### config.mk
export PLATFORM = sky130hd
export DESIGN_NAME = hv_timer_irq_nmi_unit
export DESIGN_NICKNAME = d
export VERILOG_FILES = /design/src/rtl/hvti_pkg.sv /design/src/rtl/hvti_step.sv /design/src/rtl/hv_timer_irq_nmi_unit.sv
export SDC_FILE = /design/constraint.sdc
export NUM_CORES = 1
export LEC_CHECK = 0
export BUFFER_PORTS_ARGS = -buffer_cell sky130_fd_sc_hd__buf_2
export CAP_MARGIN = 40
export CORE_MARGIN = 4
export CORE_UTILIZATION = 41
export DETAILED_ROUTE_END_ITERATION = 10
export PLACE_DENSITY = 0.64
export SKIP_LAST_GASP = 1
export SYNTH_ARGS = -nofsm -noshare
export SYNTH_HDL_FRONTEND = slang
export SYNTH_SLANG_ARGS = --single-unit
### constraint.sdc
create_clock -name clk_i -period 4.1 [get_ports clk_i]
set_clock_uncertainty 0.1 [all_clocks]
set_input_delay 0.615 -clock clk_i [delete_from_list [all_inputs] [get_ports clk_i]]
set_output_delay 0.615 -clock clk_i [all_outputs]
set_load 0.02 [all_outputs]
### src/rtl/hvti_pkg.sv
// Types and constants of the video-timed timer IRQ / vblank NMI unit.
`default_nettype none

package hvti_pkg;

  localparam int unsigned TargetW = 9;
  localparam int unsigned ClockW  = 11;
  localparam int unsigned LineW   = 9;
  localparam int unsigned CfgIdxW = 3;

  // Request kinds
  typedef enum logic [1:0] {
    OP_TIME_ADVANCE = 2'd0,
    OP_LINE_START   = 2'd1,
    OP_LAST_CYCLE   = 2'd2
  } op_e;

  // Register indexes on the configuration port
  localparam logic [CfgIdxW-1:0] REG_VIRQ_EN    = 3'd0;
  localparam logic [CfgIdxW-1:0] REG_HIRQ_EN    = 3'd1;
  localparam logic [CfgIdxW-1:0] REG_LINE_TGT   = 3'd2;
  localparam logic [CfgIdxW-1:0] REG_DOT_TGT    = 3'd3;
  localparam logic [CfgIdxW-1:0] REG_NMI_EN     = 3'd4;
  localparam logic [CfgIdxW-1:0] REG_JOY_POLL   = 3'd5;
  localparam logic [CfgIdxW-1:0] REG_TALL_FRAME = 3'd6;

  localparam logic [TargetW-1:0] TARGET_RESET = 9'd511;

  // Line numbers, normal and overscan frames
  localparam logic [LineW-1:0] LAST_VISIBLE_SHORT = 9'd224;
  localparam logic [LineW-1:0] LAST_VISIBLE_TALL  = 9'd239;
  localparam logic [LineW-1:0] VBLANK_SHORT       = 9'd225;
  localparam logic [LineW-1:0] VBLANK_TALL        = 9'd240;
  localparam logic [LineW-1:0] POLL_SHORT         = 9'd227;
  localparam logic [LineW-1:0] POLL_TALL          = 9'd242;

  typedef struct packed {
    logic               virq_enable;
    logic               hirq_enable;
    logic [TargetW-1:0] line_target;
    logic [TargetW-1:0] dot_target;
    logic               nmi_enable;
    logic               joypad_poll_enable;
    logic               tall_frame;
  } cfg_t;

  typedef struct packed {
    logic timer_match;
    logic timer_line;
    logic irq_edge;
    logic vblank_match;
    logic vblank_level;
    logic nmi_edge;
    logic irq_waiting;
    logic nmi_waiting;
  } state_t;

  typedef struct packed {
    logic [1:0]        operation;
    logic [ClockW-1:0] clock_pos;
    logic [LineW-1:0]  line_pos;
    logic [ClockW-1:0] clock_count;
    logic              irq_mask;
  } item_t;

  typedef struct packed {
    logic timer_irq_line;
    logic irq_pending_out;
    logic vblank_line;
    logic nmi_pending_out;
    logic wake;
    logic hdma_init_req;
    logic hdma_run_req;
    logic refresh_req;
    logic joypad_poll_req;
  } result_t;

endpackage

`default_nettype wire

### src/rtl/hvti_step.sv
// Next-state and result logic for one request of the interrupt unit.
`default_nettype none

module hvti_step import hvti_pkg::*; (
  input  cfg_t    cfg_i,
  input  state_t  state_i,
  input  item_t   item_i,
  output state_t  state_o,
  output result_t result_o
);

  logic [ClockW-1:0] goal;
  logic [ClockW:0]   reach;
  logic              h_hit;
  logic              v_hit;
  logic [LineW-1:0]  last_visible;
  logic [LineW-1:0]  vblank_start;
  logic [LineW-1:0]  poll_line;
  state_t            ns;
  logic              wake;
  logic              hinit;
  logic              hrun;
  logic              refresh;
  logic              poll;

  // dot target is shifted left by two bits into clock units
  assign goal  = {cfg_i.dot_target, 2'b00};
  assign reach = {1'b0, item_i.clock_pos} + {1'b0, item_i.clock_count};
  assign h_hit = (item_i.clock_pos <= goal) && (reach > {1'b0, goal});
  assign v_hit = (item_i.line_pos == cfg_i.line_target);

  assign last_visible = cfg_i.tall_frame ? LAST_VISIBLE_TALL : LAST_VISIBLE_SHORT;
  assign vblank_start = cfg_i.tall_frame ? VBLANK_TALL : VBLANK_SHORT;
  assign poll_line    = cfg_i.tall_frame ? POLL_TALL : POLL_SHORT;

  always_comb begin
    ns      = state_i;
    wake    = 1'b0;
    hinit   = 1'b0;
    hrun    = 1'b0;
    refresh = 1'b0;
    poll    = 1'b0;
    case (op_e'(item_i.operation))
      OP_TIME_ADVANCE: begin
        // held line keeps re-raising the edge
        if (state_i.timer_line && (cfg_i.virq_enable || cfg_i.hirq_enable)) begin
          ns.irq_edge = 1'b1;
        end
        if (cfg_i.virq_enable && !cfg_i.hirq_enable) begin
          ns.timer_match = v_hit;
        end else if (cfg_i.hirq_enable) begin
          ns.timer_match = h_hit && (!cfg_i.virq_enable || v_hit);
        end
        if (!state_i.timer_match && ns.timer_match) begin
          ns.timer_line = 1'b1;
          ns.irq_edge   = 1'b1;
        end
      end
      OP_LINE_START: begin
        hinit           = (item_i.line_pos == '0);
        refresh         = 1'b1;
        hrun            = (item_i.line_pos <= last_visible);
        ns.vblank_match = (item_i.line_pos >= vblank_start);
        if (!state_i.vblank_match && ns.vblank_match) begin
          ns.vblank_level = 1'b1;
          if (cfg_i.nmi_enable) begin
            ns.nmi_edge = 1'b1;
          end
        end else if (state_i.vblank_match && !ns.vblank_match) begin
          ns.vblank_level = 1'b0;
        end
        poll = cfg_i.joypad_poll_enable && (item_i.line_pos == poll_line);
      end
      OP_LAST_CYCLE: begin
        if (state_i.nmi_edge) begin
          wake           = 1'b1;
          ns.nmi_edge    = 1'b0;
          ns.nmi_waiting = 1'b1;
        end
        if (state_i.irq_edge) begin
          wake           = 1'b1;
          ns.irq_edge    = 1'b0;
          ns.irq_waiting = !item_i.irq_mask;
        end
      end
      default: begin
        // unused code: no change, levels only
      end
    endcase
  end

  assign state_o = ns;

  always_comb begin
    result_o.timer_irq_line  = ns.timer_line;
    result_o.irq_pending_out = ns.irq_waiting;
    result_o.vblank_line     = ns.vblank_level;
    result_o.nmi_pending_out = ns.nmi_waiting;
    result_o.wake            = wake;
    result_o.hdma_init_req   = hinit;
    result_o.hdma_run_req    = hrun;
    result_o.refresh_req     = refresh;
    result_o.joypad_poll_req = poll;
  end

endmodule

`default_nettype wire

### src/rtl/hv_timer_irq_nmi_unit.sv
// Top level of the video-timed timer IRQ and vblank NMI unit.
// Each request is one of: a time advance (dot/line counters and a clock
// count, checked against the H/V targets to raise the timer IRQ line on a
// rising match), a scanline start (vblank NMI line plus the per-line
// refresh, HDMA-init, HDMA-run and joypad-poll flags), or an instruction's
// last cycle (pending NMI/IRQ update, IRQ masked by the I flag, WAI wake).
// Every request gives exactly one result. The datapath is two registers
// deep: a request register, then a result register; the step logic between
// them updates the interrupt state as the request moves into the result
// register. Throughput is one request per clock while out_stall_i is low.
// An accepted request goes into the request register, then into the result
// register, and out_valid_o rises once it sits in the result register.
// While a result waits under out_stall_i, one more request is still taken
// into the request register; in_stall_o rises only with both registers full.
// The timer line is never dropped here: acknowledge lives outside this block.
// Configuration registers are written through cfg_we_i/cfg_index_i/cfg_data_i
// and must only change while no request is in flight; indexes past the last
// register are ignored.
`default_nettype none

module hv_timer_irq_nmi_unit import hvti_pkg::*; (
  input  wire logic               clk_i,
  input  wire logic               rst_ni,
  // configuration
  input  wire logic               cfg_we_i,
  input  wire logic [CfgIdxW-1:0] cfg_index_i,
  input  wire logic [TargetW-1:0] cfg_data_i,
  // request channel
  input  wire logic               in_valid_i,
  output logic                    in_stall_o,
  input  wire logic [1:0]         operation_i,
  input  wire logic [ClockW-1:0]  clock_pos_i,
  input  wire logic [LineW-1:0]   line_pos_i,
  input  wire logic [ClockW-1:0]  clock_count_i,
  input  wire logic               irq_mask_i,
  // result channel
  output logic                    out_valid_o,
  input  wire logic               out_stall_i,
  output logic                    timer_irq_line_o,
  output logic                    irq_pending_out_o,
  output logic                    vblank_line_o,
  output logic                    nmi_pending_out_o,
  output logic                    wake_o,
  output logic                    hdma_init_req_o,
  output logic                    hdma_run_req_o,
  output logic                    refresh_req_o,
  output logic                    joypad_poll_req_o
);

  cfg_t    cfg_q;
  state_t  state_q, state_d;
  item_t   item_q;
  logic    item_valid_q;
  result_t res_q, res_d;
  logic    res_valid_q;
  logic    res_free;
  logic    advance;
  logic    accept;

  // ---- configuration registers ----
  always_ff @(posedge clk_i or negedge rst_ni) begin
    if (!rst_ni) begin
      cfg_q.virq_enable        <= 1'b0;
      cfg_q.hirq_enable        <= 1'b0;
      cfg_q.line_target        <= TARGET_RESET;
      cfg_q.dot_target         <= TARGET_RESET;
      cfg_q.nmi_enable         <= 1'b0;
      cfg_q.joypad_poll_enable <= 1'b0;
      cfg_q.tall_frame         <= 1'b0;
    end else if (cfg_we_i) begin
      case (cfg_index_i)
        REG_VIRQ_EN:    cfg_q.virq_enable        <= cfg_data_i[0];
        REG_HIRQ_EN:    cfg_q.hirq_enable        <= cfg_data_i[0];
        REG_LINE_TGT:   cfg_q.line_target        <= cfg_data_i;
        REG_DOT_TGT:    cfg_q.dot_target         <= cfg_data_i;
        REG_NMI_EN:     cfg_q.nmi_enable         <= cfg_data_i[0];
        REG_JOY_POLL:   cfg_q.joypad_poll_enable <= cfg_data_i[0];
        REG_TALL_FRAME: cfg_q.tall_frame         <= cfg_data_i[0];
        default: begin
        end
      endcase
    end
  end

  // ---- flow control ----
  // result register frees up when empty or being taken this cycle
  assign res_free   = !res_valid_q || !out_stall_i;
  assign advance    = item_valid_q && res_free;
  // request register takes a new one when empty or draining into results
  assign in_stall_o = item_valid_q && !res_free;
  assign accept     = in_valid_i && !in_stall_o;

  // ---- request register ----
  always_ff @(posedge clk_i or negedge rst_ni) begin
    if (!rst_ni) begin
      item_valid_q <= 1'b0;
    end else if (accept) begin
      item_valid_q <= 1'b1;
    end else if (advance) begin
      item_valid_q <= 1'b0;
    end
  end

  always_ff @(posedge clk_i) begin
    if (accept) begin
      item_q.operation   <= operation_i;
      item_q.clock_pos   <= clock_pos_i;
      item_q.line_pos    <= line_pos_i;
      item_q.clock_count <= clock_count_i;
      item_q.irq_mask    <= irq_mask_i;
    end
  end

  // ---- step logic ----
  hvti_step u_step (
    .cfg_i    (cfg_q),
    .state_i  (state_q),
    .item_i   (item_q),
    .state_o  (state_d),
    .result_o (res_d)
  );

  // interrupt state commits when the request moves into the result register
  always_ff @(posedge clk_i or negedge rst_ni) begin
    if (!rst_ni) begin
      state_q <= '0;
    end else if (advance) begin
      state_q <= state_d;
    end
  end

  // ---- result register ----
  always_ff @(posedge clk_i or negedge rst_ni) begin
    if (!rst_ni) begin
      res_valid_q <= 1'b0;
    end else if (res_free) begin
      res_valid_q <= item_valid_q;
    end
  end

  always_ff @(posedge clk_i) begin
    if (advance) begin
      res_q <= res_d;
    end
  end

  assign out_valid_o       = res_valid_q;
  assign timer_irq_line_o  = res_q.timer_irq_line;
  assign irq_pending_out_o = res_q.irq_pending_out;
  assign vblank_line_o     = res_q.vblank_line;
  assign nmi_pending_out_o = res_q.nmi_pending_out;
  assign wake_o            = res_q.wake;
  assign hdma_init_req_o   = res_q.hdma_init_req;
  assign hdma_run_req_o    = res_q.hdma_run_req;
  assign refresh_req_o     = res_q.refresh_req;
  assign joypad_poll_req_o = res_q.joypad_poll_req;

endmodule

`default_nettype wire

== After elaboration in Yosys (flattened, before gate mapping) ==
Cells that the tools add are included.
Storage, ports and cells
  logic and storage cells: 114
  register bits: 76
Cells by class
  equality and inequality tests: 13
  reduce and logical (&&, ||, !) cells: 41
  add/subtract/negate cells: 1
  mux-type cells: 24
  $lt $le $gt $ge: 4
Operators by type and width (number)
  $eq A9 B9 Y1: 2
  $reduce_and A2 Y1: 9
  $mux W1: 17
  $add A11 B11 Y12: 1
  $gt A12 B11 Y1: 1
  $le A11 B11 Y1: 1
  $logic_and A1 B1 Y1: 11
  $logic_not A1 Y1: 10
  $mux W5: 2
  $eq A3 B3 Y1 const B: 3
  $ge A9 B8 Y1: 1
  $le A9 B9 Y1: 1
  $logic_not A9 Y1: 1
  $eq A3 B2 Y1 const B: 2
  $reduce_bool A2 Y1: 3
  $mux W2: 2
  $mux W4: 1
  $pmux W1 S2: 2
  $reduce_and A4 Y1: 1
  $eq A3 B1 Y1 const B: 1
  $logic_not A3 Y1: 1
  $logic_or A1 B1 Y1: 3
  $ne A3 B1 Y1 const B: 1
  $reduce_and A3 Y1: 1
  other kinds (5): 5

== Depth between registers and ports, before layout ==
  depth in word-level cells: 10
  mapped depth: 15
  depth with buffers taken out: 15

== Modules after synthesis ==
From an unflattened synthesis, not the netlist that was laid out.
Unflattened totals
  cell total of the unflattened synthesis: 324
  area, all modules: 4126.5 um^2
Modules (own cells, without submodules)
  hv_timer_irq_nmi_unit: instances 1, sequential area each 2139.6 um^2, cells an instance 121, area an instance 2652.5 um^2
  hvti_step: instances 1, sequential area each 0.0 um^2, cells an instance 203, area an instance 1473.9 um^2

== Worst setup path before layout ==
OpenSTA, ideal clock, no wires.
  path type: register -> register
  start: register item_q[22] (netlist bit)
  end: register res_q (netlist bit timer_irq_line_o), data pin
  slack: 0.548 ns
  cell stages (with the launch flop): 14
  arrival time: 3.196 ns
  period minus slack after synthesis: 3.552 ns
  buffers on the path: 0
  required time: 3.744 ns
  cell sequence: edfxtp_1 > ha_1 > a211oi_2 > nor2_1 > o32a_4 > a21o_2 > a21oi_1 > xnor2_1 > ha_1 > a2111oi_2 > o21ai_0 > o31ai_1 > a41oi_2 > a31o_2
RTL lines
  start: declaration: RTL line hv_timer_irq_nmi_unit.sv:52  | item_t item_q;
  end signal: assignment: RTL line hv_timer_irq_nmi_unit.sv:143  | res_q <= res_d;
  end: declaration: RTL line hv_timer_irq_nmi_unit.sv:54  | result_t res_q, res_d;

==> parameters.txt <==
Parameter                              Value

Run status
  Result of the run    completed

Die
  Top Ports    62
  CORE AREA    a little over 9000 um2
  Initial cell density of the core    0.4252
  Number of placement rows    35
  Die Span X    106.4 um
  Height of the die    between 100 and 150 um
  Die area    around 11000 um2

STA
  Unrepaired setup endpoints after global routing    no
  Sum Neg Setup Slack    0 ps
  Max Freq    between 200 and 300 MHz
  Setup violation total in the final timing report    0
  Final slew viol count    0
  Clock period minus final worst setup slack    between 3000 and 4000 ps
  Post-route fraction of the period consumed by the critical path    0.9433
  Transition time of the tightest slew-check pin    736.9 ps
  Least setup slack across all paths after layout    roughly 230 ps
  Headroom to the max-slew limit    0.5088
  Fin. Hold Viols    0

Worst setup path
  Arr. time, crit path    around 3900 ps
  Slowest cell on crit path    sky130_fd_sc_hd__edfxtp_1
  Most frequent cell on the critical path    sky130_fd_sc_hd__ha_1
  Sequence of cells on the critical path    ha_1 > a211oi_2 > nor2_1 > o32a_4 > a21o_2 > a21oi_2 > xnor2_1 > ha_1 > a2111oi_2 > o21ai_0 > o31ai_1 > a41oi_2 > a31o_2
  Kind of end point of the critical path    register
  Peak fanout along the critical path    3
  Critical Setup Path Class    reg2reg
  Startpoint kind of the worst setup timing path    register
  Critical path's largest stage delay    420 ps
  Crit path required time    ~4100 ps

Min path
  Worst Hold Class    in2async

Power
  Power after layout    ~0.0022 W
  P_leak    a little under 2 nW
  VDD IR max    0.2123 mV
  Power Dens Cells    between 400 and 500 nW/um2

Global routing
  Number of global-route vias before repair    2788
  Pin count of the biggest net entering global routing    35
  Initial antenna violation count    0
  First-pass GRT wire length    approximately 13 mm
  Overflow left after global routing    0
  Global-route total usage across every layer    0.1505

Synthesis
  Synthesized instance count    about 310
  Synthesis Warnings    0
  Sequential-to-total area share from yosys stat    0.5394
  Distinct cells, synth    51
  Mean Syn Cell Area    ~13 um2
  Area of the mapped netlist    3966 um2
  Flop and latch count out of synthesis    76
  Net count after synthesis    around 400
  Number of flops mapped to enable cells by yosys    43
  Prevailing post-synth register cell    sky130_fd_sc_hd__edfxtp_1
  Share of synthesized flip-flops with an asynchronous set or reset    0.4342

Clock network
  Max clock buf depth    2
  Total number of clock tree sinks    between 70 and 80
  CTS Hold Bufs    0
  Clock tree from TritonCTS    done
  TritonCTS buffer count    9
  Maximum level of the CTS H-tree    3
  Clock-pin slew on the worst setup and hold paths    approximately 90 ps
  Root Buffer Master    sky130_fd_sc_hd__clkbuf_8
  Clk_lat worst skew    about 350 ps

Route
  Average via count per standard cell    5.233
  DRC Markers    0
  Iter 0 DRT Violations    116
  Detailed Routing Iterations Pass 1    4
  Number of nets with antenna violations after routing    0
  Average wire per standard cell    15.31 um
  Via total after detailed routing    around 2700
  Routed WL    about 8.0 mm

Placed design
  Buffers on Ports    61
  Final Wtd Congestion    approximately 0.88
  Worst slack, placed    approximately 260 ps
  Dpl hpwl    6.065 mm

Finish
  Filler cell count    ~830
  Area of the multi-input gates    between 1500 and 2000 um2
  Largest register by flop count    item_q
  Number of flip-flops in the largest register    34
  Most common cell after layout, fill and taps aside    sky130_fd_sc_hd__buf_2
  Flip-flop and latch area    2140 um2
  Area added between synthesis and finish    18.14%
  Number of diodes    0
  Fraction of layout cells with a size suffix above 1    0.3504
  Commonest cells after routing, fill and taps aside    sky130_fd_sc_hd__buf_2, sky130_fd_sc_hd__edfxtp_1, sky130_fd_sc_hd__ha_1
  Largest registers    item_q: 34 flops, cfg_q: 23 flops, state_q: 8 flops
  Post-Route Utilization    0.5023
  # nets final    approximately 470

Run
  Max_cap viols    0
[cell families after synthesis]
kind of cell / count (synthesis) / share of synthesized area
AO/OA/AOI/OAI: 65 / 0.1202
buffers and inverters: 21 / 0.01987
XOR/XNOR: 16 / 0.03533
multiplexers: 24 / 0.06814
adder cells (fa/ha/maj): 36 / 0.1155
AND/OR/NAND/NOR: 74 / 0.1016
flip-flops: 76 / 0.5394
[per-stage QoR]
step,std cells,cell area (um2),hold WS (ps)
after floorplan,312,3966,219.4
after global placement,503,4448,349.4
after detailed placement,503,4448,357.1
after CTS,519,4674,238.6
after global routing,520,4686,269.3
final,520,4686,215.9
[Yosys cell counts (all sizes together) (2+ instances only)]
master,number,area share
o311ai,2,0.0044
dfstp,18,0.12
edfxtp,43,0.33
nand2,14,0.013
xnor2,9,0.020
clkbuf,2,0.0019
nand3,5,0.0076
o21a,4,0.0076
nor2,14,0.013
nor3b,3,0.0057
mux2,24,0.068
a21oi,13,0.016
xor2,7,0.015
a21o,8,0.015
nand4b,3,0.0066
nor3,8,0.010
nand2b,6,0.0095
dfrtp,15,0.095
a41oi,2,0.0063
nor2b,6,0.0095
inv,19,0.018
a2111oi,2,0.0076
a31oi,3,0.0047
a211oi,2,0.0050
o32a,2,0.0082
ha,35,0.11
nand4,6,0.0095
a31o,4,0.0088
o21ai,16,0.020
[layer usage]
layer | track usage | up-vias | routed length, um
met5 | 0 | - | 0
met1 | 0.2028 | 1325 | 3763
met2 | 0.2317 | 58 | 3713
li1 | - | 1322 | -
met3 | 0.03339 | 16 | 296
met4 | 0.06846 | 0 | 187
[worst max-delay path, delay by kind of cell (launching register included)]
| family | cells | cell delay, ps |
|---|---|---|
| xor gates and xnor gates | 1 | 140 |
| adders and majority gates | 2 | 610 |
| AOI/OAI and AO/OA | 9 | 2260 |
| and+or+nand+nor | 1 | 100 |
| DFF | 1 | 420 |
[power by group]
| part | internal (W) | switching, W | leakage [nW] | total [W] |
|---|---|---|---|---|
| combinational | 0.000254 | 0.000272 | 1.07 | 0.000526 |
| clock | 0.000340 | 0.000298 | 0.112 | 0.000638 |
| sequential | 0.000954 | 0.0000691 | 0.772 | 0.00102 |
[final cells by class]
class                           instances  area share
Multi-Input combinational cell        215      0.3738
Clock inverter                          5     0.01362
Inverter                               19     0.01522
Clock buffer                           11     0.03471
Tap cell                              129     0.03445
Timing Repair Buffer                   65     0.07156
Sequential cell                        76      0.4566
[worst paths after layout]
| check | from | endpoint | slack [ps] | cells after the start |
|---|---|---|---|---|
| hold reg to reg | state_q[0]$_DFFE_PN0P_ | state_q[0]$_DFFE_PN0P_ | 380 | 1 |
| hold / removal | rst_ni | state_q[3]$_DFFE_PN0P_ | 220 | 1 |
| max in group asynchronous | rst_ni | state_q[6]$_DFFE_PN0P_ | 3200 | 1 |
| setup / recovery | item_q[22]$_DFFE_PP_ | timer_irq_line_o$_DFFE_PP_ | 230 | 13 |
| min in group clk_i | clock_count_i[4] | item_q[5]$_DFFE_PP_ | 330 | 1 |
| setup reg to reg | item_q[22]$_DFFE_PP_ | timer_irq_line_o$_DFFE_PP_ | 230 | 13 |
[repair_timing]
action                                  in CTS  in global routing
endpoints found under the setup margin       0                  2
setup buffers                                0                  1
resized for setup                            0                  1
Note: power is estimated with default switching activity, not from simulation.
